--- config.mk ---
export PLATFORM = sky130hd
export DESIGN_NAME = eight_bit_accumulator_cpu_top
export DESIGN_NICKNAME = d
export VERILOG_FILES = /design/src/ebac_pkg.sv /design/src/eight_bit_accumulator_cpu_top.sv /design/src/ebac_core.sv
export SDC_FILE = /design/constraint.sdc
export NUM_CORES = 1
export LEC_CHECK = 0
export BUFFER_PORTS_ARGS = -buffer_cell sky130_fd_sc_hd__buf_4
export CORE_ASPECT_RATIO = 2
export CORE_MARGIN = 4
export CORE_UTILIZATION = 38
export CTS_CLUSTER_DIAMETER = 30
export DETAILED_ROUTE_END_ITERATION = 10
export GPL_TIMING_DRIVEN = 1
export SLEW_MARGIN = 20
export SYNTH_ARGS = -nofsm -noshare
export SYNTH_HDL_FRONTEND = slang
export SYNTH_HIERARCHICAL = 1
export SYNTH_SLANG_ARGS = --single-unit
--- constraint.sdc ---
create_clock -name clk_i -period 5.6 [get_ports clk_i]
set_input_delay 0 -clock clk_i [delete_from_list [all_inputs] [get_ports clk_i]]
set_output_delay 0 -clock clk_i [all_outputs]
set_load 0.01 [all_outputs]
--- src/ebac_pkg.sv ---
// Shared types and constants for the eight-bit accumulator processor.
// No dependencies; used by ebac_core and eight_bit_accumulator_cpu_top.
`timescale 1ns / 1ps
`default_nettype none

package ebac_pkg;

  // Geometry
  localparam int MEM_WORDS   = 32;
  localparam int PHASE_TICKS = 8;
  localparam int MEM_AW      = (MEM_WORDS > 1) ? $clog2(MEM_WORDS) : 1;
  localparam int TICK_W      = (PHASE_TICKS > 1) ? $clog2(PHASE_TICKS) : 1;

  // Field widths fixed by the interface
  localparam int ADDR_W  = 5;
  localparam int DATA_W  = 8;
  localparam int START_W = 6;

  // Memory bound, widened by one bit so it compares against a 5-bit address
  localparam logic [ADDR_W:0] MEM_LIMIT = (ADDR_W + 1)'(MEM_WORDS);
  localparam logic [TICK_W-1:0] LAST_TICK = TICK_W'(PHASE_TICKS - 1);

  // Reset value of the store-protection boundary
  localparam logic [START_W-1:0] RAM_START_RST = 6'd16;

  // Input item kinds
  localparam logic KIND_TICK = 1'b0;
  localparam logic KIND_LOAD = 1'b1;

  // Phase codes as seen on the result item
  localparam logic [1:0] PH_CODE_FETCH = 2'd0;
  localparam logic [1:0] PH_CODE_EXEC  = 2'd1;
  localparam logic [1:0] PH_CODE_HALT  = 2'd2;

  // Sequencer phase, one-hot
  typedef enum logic [2:0] {
    PH_FETCH = 3'b001,
    PH_EXEC  = 3'b010,
    PH_HALT  = 3'b100
  } phase_e;

  // Major opcode, instruction bits 7..5
  typedef enum logic [2:0] {
    OP_LDA = 3'd0,
    OP_STA = 3'd1,
    OP_ADD = 3'd2,
    OP_SUB = 3'd3,
    OP_JMP = 3'd4,
    OP_JOM = 3'd5,
    OP_JOZ = 3'd6,
    OP_OPR = 3'd7
  } op_e;

  // Operate group, instruction bits 2..0
  typedef enum logic [2:0] {
    SUB_RAB = 3'd0,
    SUB_SHA = 3'd1,
    SUB_AND = 3'd2,
    SUB_DCA = 3'd3,
    SUB_CMA = 3'd4,
    SUB_NOP = 3'd5,
    SUB_RAE = 3'd6,
    SUB_HLT = 3'd7
  } sub_e;

  // Architectural processor state
  typedef struct packed {
    phase_e              phase;
    logic [TICK_W-1:0]   tick;
    logic [ADDR_W-1:0]   pc;
    logic [DATA_W-1:0]   instr;
    logic [DATA_W-1:0]   acc;
    logic [DATA_W-1:0]   reg_b;
    logic [DATA_W-1:0]   reg_e;
  } cpu_state_t;

  // Memory write request
  typedef struct packed {
    logic              en;
    logic [MEM_AW-1:0] addr;
    logic [DATA_W-1:0] data;
  } mem_wr_t;

  // One-hot phase to result code
  function automatic logic [1:0] phase_code(phase_e ph);
    logic [1:0] code;
    case (ph)
      PH_FETCH: code = PH_CODE_FETCH;
      PH_EXEC:  code = PH_CODE_EXEC;
      PH_HALT:  code = PH_CODE_HALT;
      default:  code = PH_CODE_FETCH;
    endcase
    return code;
  endfunction

endpackage

`default_nettype wire

--- src/eight_bit_accumulator_cpu_top.sv ---
// Top level of the eight-bit accumulator processor: stream ports, state,
// 32-byte memory and result register. Depends on ebac_pkg and ebac_core.
`timescale 1ns / 1ps
`default_nettype none

// Each input item is either a clock tick (tuser 0) or a memory byte load
// (tuser 1), and yields exactly one result item holding phase, accumulator,
// program counter and tick position after that item. The whole tick,
// including the single memory read of the fetch or execute step, is done
// in combinational logic between the state registers and the result
// register, so an item is accepted every cycle while the result register is
// empty or being drained. Memory is a 32-byte register file cleared by
// reset. The store boundary (cfg_wdata_i) resets to 16; the user writes it
// with cfg_we_i only while the block is idle; the block does not enforce this.
module eight_bit_accumulator_cpu_top (
  input  wire logic        clk_i,
  input  wire logic        rst_ni,
  // Configuration: store boundary
  input  wire logic        cfg_we_i,
  input  wire logic [5:0]  cfg_wdata_i,
  // Input items
  input  wire logic        s_axis_tvalid,
  output logic             s_axis_tready,
  input  wire logic [15:0] s_axis_tdata,  // [4:0] load_address, [12:5] load_data
  input  wire logic [0:0]  s_axis_tuser,  // [0] opcode
  // Result items
  output logic             m_axis_tvalid,
  input  wire logic        m_axis_tready,
  output logic [23:0]      m_axis_tdata   // [1:0] phase, [9:2] acc_value,
                                          // [14:10] pc_value, [17:15] tick_count
);

  ebac_pkg::cpu_state_t            state_q, state_d;
  ebac_pkg::mem_wr_t               mem_wr;
  logic [ebac_pkg::DATA_W-1:0]     mem_q [ebac_pkg::MEM_WORDS];
  logic [ebac_pkg::ADDR_W-1:0]     rd_addr;
  logic [ebac_pkg::DATA_W-1:0]     rd_data;
  logic [ebac_pkg::START_W-1:0]    ram_start_q;
  logic                            m_valid_q;
  logic [23:0]                     m_data_q, m_data_d;
  logic                            accept;

  assign s_axis_tready = !m_valid_q || m_axis_tready;
  assign accept        = s_axis_tvalid && s_axis_tready;
  assign m_axis_tvalid = m_valid_q;
  assign m_axis_tdata  = m_data_q;

  // Memory read, zero beyond the implemented words
  assign rd_data = ({1'b0, rd_addr} < ebac_pkg::MEM_LIMIT) ?
                   mem_q[rd_addr[ebac_pkg::MEM_AW-1:0]] : '0;

  ebac_core u_core (
    .cur_i       (state_q),
    .kind_i      (s_axis_tuser[0]),
    .load_addr_i (s_axis_tdata[4:0]),
    .load_data_i (s_axis_tdata[12:5]),
    .ram_start_i (ram_start_q),
    .nxt_o       (state_d),
    .rd_addr_o   (rd_addr),
    .rd_data_i   (rd_data),
    .mem_wr_o    (mem_wr)
  );

  // Result packing from the state after the item
  assign m_data_d = {6'd0, state_d.tick, state_d.pc, state_d.acc,
                     ebac_pkg::phase_code(state_d.phase)};

  // Store boundary register
  always_ff @(posedge clk_i or negedge rst_ni) begin
    if (!rst_ni) begin
      ram_start_q <= ebac_pkg::RAM_START_RST;
    end else if (cfg_we_i) begin
      ram_start_q <= cfg_wdata_i;
    end
  end

  // Processor state
  always_ff @(posedge clk_i or negedge rst_ni) begin
    if (!rst_ni) begin
      state_q.phase <= ebac_pkg::PH_FETCH;
      state_q.tick  <= '0;
      state_q.pc    <= '0;
      state_q.instr <= '0;
      state_q.acc   <= '0;
      state_q.reg_b <= '0;
      state_q.reg_e <= '0;
    end else if (accept) begin
      state_q <= state_d;
    end
  end

  // Byte memory, cleared by reset
  always_ff @(posedge clk_i or negedge rst_ni) begin
    if (!rst_ni) begin
      for (int i = 0; i < ebac_pkg::MEM_WORDS; i++) begin
        mem_q[i] <= '0;
      end
    end else if (accept && mem_wr.en) begin
      mem_q[mem_wr.addr] <= mem_wr.data;
    end
  end

  // Result register
  always_ff @(posedge clk_i or negedge rst_ni) begin
    if (!rst_ni) begin
      m_valid_q <= 1'b0;
    end else if (accept) begin
      m_valid_q <= 1'b1;
    end else if (m_axis_tready) begin
      m_valid_q <= 1'b0;
    end
  end

  always_ff @(posedge clk_i) begin
    if (accept) begin
      m_data_q <= m_data_d;
    end
  end

endmodule

`default_nettype wire

--- src/ebac_core.sv ---
// Next-state logic of the accumulator processor for one input item.
// Depends on ebac_pkg; memory storage lives in the top level.
`timescale 1ns / 1ps
`default_nettype none

module ebac_core (
  input  wire ebac_pkg::cpu_state_t            cur_i,
  input  wire logic                            kind_i,
  input  wire logic [ebac_pkg::ADDR_W-1:0]     load_addr_i,
  input  wire logic [ebac_pkg::DATA_W-1:0]     load_data_i,
  input  wire logic [ebac_pkg::START_W-1:0]    ram_start_i,
  output ebac_pkg::cpu_state_t                 nxt_o,
  output logic [ebac_pkg::ADDR_W-1:0]          rd_addr_o,
  input  wire logic [ebac_pkg::DATA_W-1:0]     rd_data_i,
  output ebac_pkg::mem_wr_t                    mem_wr_o
);

  logic [ebac_pkg::ADDR_W-1:0] opnd;
  logic [ebac_pkg::ADDR_W:0]   pc_inc;
  logic                        last;

  assign opnd   = cur_i.instr[ebac_pkg::ADDR_W-1:0];
  assign pc_inc = {1'b0, cur_i.pc} + 6'd1;
  assign last   = (cur_i.tick == ebac_pkg::LAST_TICK);

  // Fetch reads at the program counter, execute at the operand address
  assign rd_addr_o = (cur_i.phase == ebac_pkg::PH_FETCH) ? cur_i.pc : opnd;

  always_comb begin
    nxt_o    = cur_i;
    mem_wr_o = '0;
    if (kind_i == ebac_pkg::KIND_LOAD) begin
      // Memory load, allowed in any phase; clock does not advance
      mem_wr_o.en   = ({1'b0, load_addr_i} < ebac_pkg::MEM_LIMIT);
      mem_wr_o.addr = load_addr_i[ebac_pkg::MEM_AW-1:0];
      mem_wr_o.data = load_data_i;
    end else if (cur_i.phase != ebac_pkg::PH_HALT) begin
      if (cur_i.phase == ebac_pkg::PH_FETCH) begin
        nxt_o.instr = rd_data_i;
      end else if (last) begin
        // Instruction runs on the last execute tick
        case (ebac_pkg::op_e'(cur_i.instr[7:5]))
          ebac_pkg::OP_LDA: nxt_o.acc = rd_data_i;
          ebac_pkg::OP_STA: begin
            mem_wr_o.en   = ({1'b0, opnd} >= ram_start_i) &&
                            ({1'b0, opnd} < ebac_pkg::MEM_LIMIT);
            mem_wr_o.addr = opnd[ebac_pkg::MEM_AW-1:0];
            mem_wr_o.data = cur_i.acc;
          end
          ebac_pkg::OP_ADD: nxt_o.acc = cur_i.acc + rd_data_i;
          ebac_pkg::OP_SUB: nxt_o.acc = cur_i.acc - rd_data_i;
          ebac_pkg::OP_JMP: nxt_o.pc  = opnd;
          ebac_pkg::OP_JOM: if (cur_i.acc[7]) nxt_o.pc = opnd;
          ebac_pkg::OP_JOZ: if (cur_i.acc == 8'd0) nxt_o.pc = opnd;
          ebac_pkg::OP_OPR: begin
            case (ebac_pkg::sub_e'(cur_i.instr[2:0]))
              ebac_pkg::SUB_RAB: begin
                nxt_o.acc   = cur_i.reg_b;
                nxt_o.reg_b = cur_i.acc;
              end
              ebac_pkg::SUB_SHA: begin
                // Operand bit 4 picks the direction
                if (opnd[4]) nxt_o.acc = {cur_i.acc[6:0], 1'b0};
                else         nxt_o.acc = {1'b0, cur_i.acc[7:1]};
              end
              ebac_pkg::SUB_AND: nxt_o.acc = cur_i.acc & cur_i.reg_b;
              ebac_pkg::SUB_DCA: nxt_o.acc = cur_i.acc - 8'd1;
              ebac_pkg::SUB_CMA: nxt_o.acc = ~cur_i.acc;
              ebac_pkg::SUB_NOP: nxt_o.acc = cur_i.acc;
              ebac_pkg::SUB_RAE: begin
                nxt_o.acc   = cur_i.reg_e;
                nxt_o.reg_e = cur_i.acc;
              end
              ebac_pkg::SUB_HLT: nxt_o.phase = ebac_pkg::PH_HALT;
              default: nxt_o.acc = cur_i.acc;
            endcase
          end
          default: nxt_o.acc = cur_i.acc;
        endcase
      end

      // Tick counter and phase sequencing
      if (last) begin
        nxt_o.tick = '0;
        if (cur_i.phase == ebac_pkg::PH_FETCH) begin
          nxt_o.phase = ebac_pkg::PH_EXEC;
          nxt_o.pc    = (pc_inc >= ebac_pkg::MEM_LIMIT) ? '0 : pc_inc[ebac_pkg::ADDR_W-1:0];
        end else if (nxt_o.phase == ebac_pkg::PH_EXEC) begin
          nxt_o.phase = ebac_pkg::PH_FETCH;
        end
      end else begin
        nxt_o.tick = cur_i.tick + 1'b1;
      end
    end
  end

endmodule

`default_nettype wire
==> results of run 1 <==
==> routing by layer <==
layer,global-route usage,share of wire,up-vias
met5,0,0,-
met2,0.341,0.56,298
met1,0.178,0.34,5434
li1,-,-,4668
met4,0.0935,0.062,0
met3,0.0184,0.034,116
==> flip-flops by register name (all words and copies together) (netlist names) <==
signal / count
m_axis_tdata: 18
m_axis_tvalid: 1
mem_q: 256
ram_start_q: 6
state_q: 43
==> worst paths after layout <==
kind / start / end / slack [ns] / depth (start not counted)
max reg2reg: state_q[40] / state_q[20] / 0.34 / 17
min: s_axis_tuser / state_q[41] / 0.1 / 3
min in group asynchronous: rst_ni / mem_q[150] / 0.16 / 2
min reg2reg: mem_q[150] / mem_q[150] / 0.49 / 1
max: state_q[40] / state_q[20] / 0.34 / 17
max in group asynchronous: rst_ni / mem_q[242] / 3.79 / 3
==> power groups by stage <==
| stage | Clock [µW] | Combinational, µW | Sequential [µW] |
|---|---|---|---|
| floorplan | 0 | 2100 | 2740 |
| global placement | 0 | 2820 | 2820 |
| detailed placement | 0 | 2850 | 2830 |
| CTS | 2770 | 2880 | 2790 |
| global route | 2860 | 3170 | 2820 |
| finish | 2710 | 2940 | 2800 |
==> per-stage QoR <==
stage               instances  power [µW]   util  hold slack [ns]  worst slack, ns
CTS                      1846        8440  0.442           0.0640            0.279
global route             1852        8850  0.444            0.102           0.0431
finish                   1852        8450  0.444           0.0968            0.335
detailed placement       1756        5690  0.406            0.207            0.336
global placement         1756        5650  0.406            0.189            0.385
floorplan                1219        4840      -           -0.296            0.772
==> worst min-delay path, delay by kind of cell <==
family	cells	cell delay, ns
buffers and inverters	1	0.23
multiplexers	1	0.15
AO/OA/AOI/OAI	1	0.23
==> final cells by class <==
type                            instances  area, µm²  share of cell area
Clock inverter                         23        245              0.0127
Sequential cell                       324       8200               0.426
Timing Repair Buffer                   98        877              0.0455
Inverter                               26       97.6             0.00507
Clock buffer                           52       1170              0.0608
Multi-Input combinational cell        779       7990               0.415
Tap cell                              550        688              0.0357
==> placed cells by master, fill, tap and decap left out, types with 5 or more instances in the layout <==
cell	n
mux2_2	329
dfrtp_1	304
mux4_2	80
buf_4	74
nand2_1	47
clkbuf_16	45
nor2_1	43
o21ai_0	34
a21oi_1	25
inv_1	24
edfxtp_1	18
ha_1	17
dlygate4sd3_1	15
nand2b_1	11
a31oi_1	11
nor3_1	10
a22o_1	8
nor2b_1	7
nand3_1	7
a21o_1	7
xnor2_1	7
a211oi_1	7
nand4_1	6
conb_1	6
clkinv_2	6
buf_12	6
a22o_2	6
and3_1	6
nand2_2	5
nor3b_1	5
a221oi_1	5
a311oi_1	5
o211ai_1	5
mux2i_1	5
==> repair_timing <==
action,CTS,global route
hold endpoints to repair,133,0
gates resized for setup,0,1
setup buffers,0,5
hold buffers,15,0
setup endpoints to repair,0,1
==> kinds of logic after synthesis <==
family / Yosys count / synth area share
XOR/XNOR: 9 / 0.00472
AO/OA/AOI/OAI: 149 / 0.0622
adder cells (fa/ha/maj): 18 / 0.0139
buffers and inverters: 116 / 0.0339
multiplexers: 416 / 0.334
flip-flops: 324 / 0.491
other: 1 / 0.000225
AND/OR/NAND/NOR: 181 / 0.0597
==> impl_metrics.json, run 1 <==
{
  "synth_cells": 1214,
  "antennaDiodeCount": 0,
  "fillers": 3870,
  "clock_latency_ns": 0.55,
  "vias": 10500,
  "synthDistinctLibCells": 81,
  "p_int_uw": 5530,
  "drv_cap": 0,
  "status": "complete, no violations",
  "path_clk_slew_ns": 0.06,
  "clock-sinks": 324,
  "hold_violations": 0,
  "critPathArrivalTime_ns": 5.68,
  "p_leak_uw": 0.00869,
  "setup_tns_ns": 0,
  "place.gp.congestion": 0.897,
  "p_sw_frac": 0.346,
  "ys_ff_latch": 324,
  "crit_fanout": 10,
  "core_um2": 43400,
  "grt_max_degree": 180,
  "netlist_area_um2": 16700,
  "finalCriticalPeriod_ns": 5.26,
  "rsz0062_at_grt": "false",
  "overflow": 0,
  "cts_tree": "yes",
  "die_w_um": 156,
  "fin_skew_ns": 0.0249,
  "start_util": 0.385,
  "detail_route.wl_per_cell_um": 22.8,
  "clockBufferDepth": 3,
  "grt_pass1_vias": 11200,
  "dr.first_iter.drc_count": 578,
  "area_growth_pct": 15.4,
  "worstMarginPinSlew_ns": 1.02,
  "drive_above_1_share": 0.462,
  "final_area_um2": 19300,
  "dp_hpwl_um": 29500,
  "fin_crit_sh": 0.940,
  "path_delay_family": "multiplexers",
  "grt_pass1_wl_um": 65100,
  "place_area_um2": 17600,
  "path_buf_inv": 2,
  "wl_um": 42300,
  "critPathCaptureType": "flop",
  "synth-main-ff-cell": "dfrtp_1",
  "cp-start-kind": "flop",
  "viasPerCell": 5.68,
  "ys_top_cells_by_count": "mux2_2, dfrtp_1, mux4_2",
  "synth_edf_count": 18,
  "root_buffer": "clkbuf_16",
  "drv_slew": 0,
  "port_buffers": 44,
  "cts_buffers": 41,
  "htreeDepth": 2,
  "yosys_warnings": 6,
  "clockPowerShare": 0.321,
  "required_ns": 6.02,
  "synth_seq_area_share": 0.491,
  "antenna_found_initial": 0,
  "io_pins": 54,
  "pwr-share-seq": 0.331,
  "critical_path_class": "flop to flop",
  "cp_slowest_cell": "dfstp_2",
  "crit_chain": "nor3b_2 -> nand2_1 -> o21ai_4 -> buf_4 -> mux4_2 -> mux4_2 -> mux2_2 -> inv_1 -> ha_1 -> a21o_1 -> fa_1 -> nand2b_1 -> a21oi_1 -> nor2_1 -> a221oi_1 -> a21oi_1 -> mux2_2",
  "synth.most_common_cell": "mux2_2",
  "power.net_switching_uw": 2920,
  "hp-class": "input pin to flop",
  "rows": 108,
  "dieArea_um2": 47600,
  "grt_usage": 0.176,
  "post_synth.cell_area_avg_um2": 13.8,
  "vdd_drop_max_mv": 0.231,
  "setup_viol": 0,
  "timing.fmax_mhz": 190,
  "die_h_um": 304,
  "async_flop_share": 0.944,
  "maxSlewHeadroom": 0.322,
  "power_frac_comb": 0.348,
  "antenna_left": 0,
  "worst_path_largest_cell_delay_ns": 0.58,
  "synth_largest_type_area_fraction": 0.456,
  "synth_top_area_cell": "dfrtp_1",
  "first_pass_iters": 5,
  "powerDensity_nw_per_um2": 438,
  "synth.area.top_cells": "dfrtp_1, mux2_2, mux4_2, edfxtp_1, ha_1",
  "drcViolationCount": 0,
  "fin_nets": 1316
}
Power figures use the tool's default switching activity.
==> inputs of run 2 (changes only) <==
--- a/config.mk
+++ b/config.mk
@@ -8,10 +8,11 @@
 export BUFFER_PORTS_ARGS = -buffer_cell sky130_fd_sc_hd__buf_4
 export CORE_ASPECT_RATIO = 2
 export CORE_MARGIN = 4
-export CORE_UTILIZATION = 38
+export CORE_UTILIZATION = 50
 export CTS_CLUSTER_DIAMETER = 30
 export DETAILED_ROUTE_END_ITERATION = 10
 export GPL_TIMING_DRIVEN = 1
+export PLACE_DENSITY = 0.66
 export SLEW_MARGIN = 20
 export SYNTH_ARGS = -nofsm -noshare
 export SYNTH_HDL_FRONTEND = slang
==> run 2 against run 1 <==
Power decreased by 1.6%. Routed wire length shrank 3.1%. Non-clock buffer count down 2. Core utilization increased by 13 points. Global-route usage rose by 5.4 points. Register-to-register slack hardly changed. Setup slack gained 0.0031 ns. Count of clock-buffer cells in the layout shrank 1. Critical path type unchanged. Largest cell class unchanged.
==> impl_metrics.json, run 2 (synthesis gave the netlist of run 1 again) <==
{
  "rows": 94,
  "grt_max_degree": 187,
  "die_h_um": 266,
  "finalCriticalPeriod_ns": 5.26,
  "crit_fanout": 13,
  "fin_skew_ns": 0.0118,
  "critPathCaptureType": "flop",
  "htreeDepth": 2,
  "hp-class": "input pin to async pin",
  "core_um2": 32900,
  "fin_crit_sh": 0.940,
  "required_ns": 6.01,
  "overflow": 0,
  "worstMarginPinSlew_ns": 1.06,
  "port_buffers": 44,
  "cp-start-kind": "flop",
  "detail_route.wl_per_cell_um": 23.7,
  "dr.first_iter.drc_count": 561,
  "grt_pass1_wl_um": 63800,
  "critPathArrivalTime_ns": 5.67,
  "critical_path_class": "flop to flop",
  "final_common_cell": "mux2_2",
  "dp_hpwl_um": 29200,
  "io_pins": 54,
  "antenna_found_initial": 0,
  "path_clk_slew_ns": 0.06,
  "dieArea_um2": 36600,
  "clock-sinks": 324,
  "maxSlewHeadroom": 0.287,
  "fillers": 2643,
  "timing.fmax_mhz": 190,
  "grt_pass1_vias": 11200,
  "mostFrequentLayoutCells": "mux2_2, dfrtp_1, mux4_2",
  "fin_nets": 1313,
  "antenna_left": 0,
  "start_util": 0.507,
  "vdd_drop_max_mv": 0.310,
  "wl_um": 41000,
  "drcViolationCount": 0,
  "place.gp.congestion": 0.951,
  "die_w_um": 137,
  "grt_usage": 0.229,
  "cts_buffers": 40,
  "drv_cap": 0,
  "largest_reg_flops": 256,
  "area_growth_pct": 13.8,
  "setup_viol": 0,
  "clockBufferDepth": 3,
  "p_leak_uw": 0.00863,
  "place_area_um2": 17500,
  "preCtsSetupSlack_ns": 0.276,
  "max_flop_register": "mem_q",
  "first_pass_iters": 5,
  "setup_ws_ns": 0.338,
  "final_area_um2": 19000,
  "powerDensity_nw_per_um2": 437,
  "clock_latency_ns": 0.53,
  "cts_setup_buffers": 0,
  "rsz0062_at_grt": "false",
  "setup_tns_ns": 0,
  "hold_violations": 0,
  "viasPerCell": 6.05,
  "reg2reg_depth": 18,
  "drive_above_1_share": 0.460,
  "drv_slew": 0,
  "cts_tree": "yes",
  "root_buffer": "clkbuf_16",
  "antennaDiodeCount": 0,
  "status": "complete, no violations",
  "vias": 10500
}
[run 2: cell count changes in the layout (fill, tap and decap cells not counted), moves of 2 or more]
cell / before / now
clkinv_2: 6 / 4
clkinv_8: 1 / 4
inv_8: 1 / 4
clkbuf_16: 45 / 41
clkbuf_1: 4 / 6
bufinv_16: 3 / 1
clkinv_4: 4 / 1
[run 2: worst paths after layout]
kind / end / slack [ns] / startpoint
setup / recovery: state_q[23] / 0.34 / state_q[40]
hold / removal: state_q[3] / 0.16 / rst_ni
setup reg to reg: state_q[23] / 0.34 / state_q[40]
hold reg to reg: mem_q[149] / 0.49 / mem_q[149]
max in group asynchronous: mem_q[92] / 3.84 / rst_ni
min in group clk_i: state_q[42] / 0.16 / s_axis_tuser
[run 2: per-layer routing]
metal	vias to the layer above	share of wire	GRT usage
li1	4666	-	-
met1	5385	0.34	0.245
met2	290	0.56	0.428
met3	123	0.035	0.0287
met4	0	0.060	0.127
met5	-	0	0
[run 2: timing repair]
item,in CTS,in global routing
endpoints found under the hold margin,125,0
resized for setup,0,2
setup endpoints to repair,0,4
hold buffers,15,0
[run 2: final cells by class]
class | instances | area, µm² | area share
multi-input cells | 779 | 8000 | 0.421
clock inverters | 21 | 226 | 0.0119
inverters | 26 | 97.6 | 0.00514
clock buffers | 51 | 1100 | 0.0581
repair buffers | 96 | 828 | 0.0436
well taps | 432 | 541 | 0.0285
flip-flops and latches | 324 | 8200 | 0.432
[run 2: worst max-delay path, cell delays in order (launching register included)]
cell     delay (ns)
dfstp_2        0.53
nor3b_2        0.26
nand2_1        0.14
o21ai_4        0.22
buf_12         0.24
buf_4          0.23
mux4_2         0.54
mux4_2         0.52
mux2_2         0.37
o41ai_1        0.44
xnor2_1        0.12
ha_1           0.34
o21ai_0        0.13
nor2_1         0.18
o41ai_2        0.13
and3_1         0.20
o21ai_0        0.16
a22oi_1        0.11
mux2_2         0.28
[run 2: stage by stage]
stage	std cells	total power (µW)	util	hold slack, ns
final	1729	8310	0.577	0.163
after CTS	1729	8310	0.576	0.133
after detailed placement	1642	5710	0.531	0.168
after global placement	1642	5660	0.531	0.158
after floorplan	1219	4840	-	-0.296
after global routing	1729	8730	0.577	0.149
[run 2: power by group]
group	total [µW]	internal, µW	switching (µW)	leakage, µW
clock network	2560	1480	1070	0.000645
registers	2800	2580	227	0.00436
logic	2950	1310	1640	0.00362
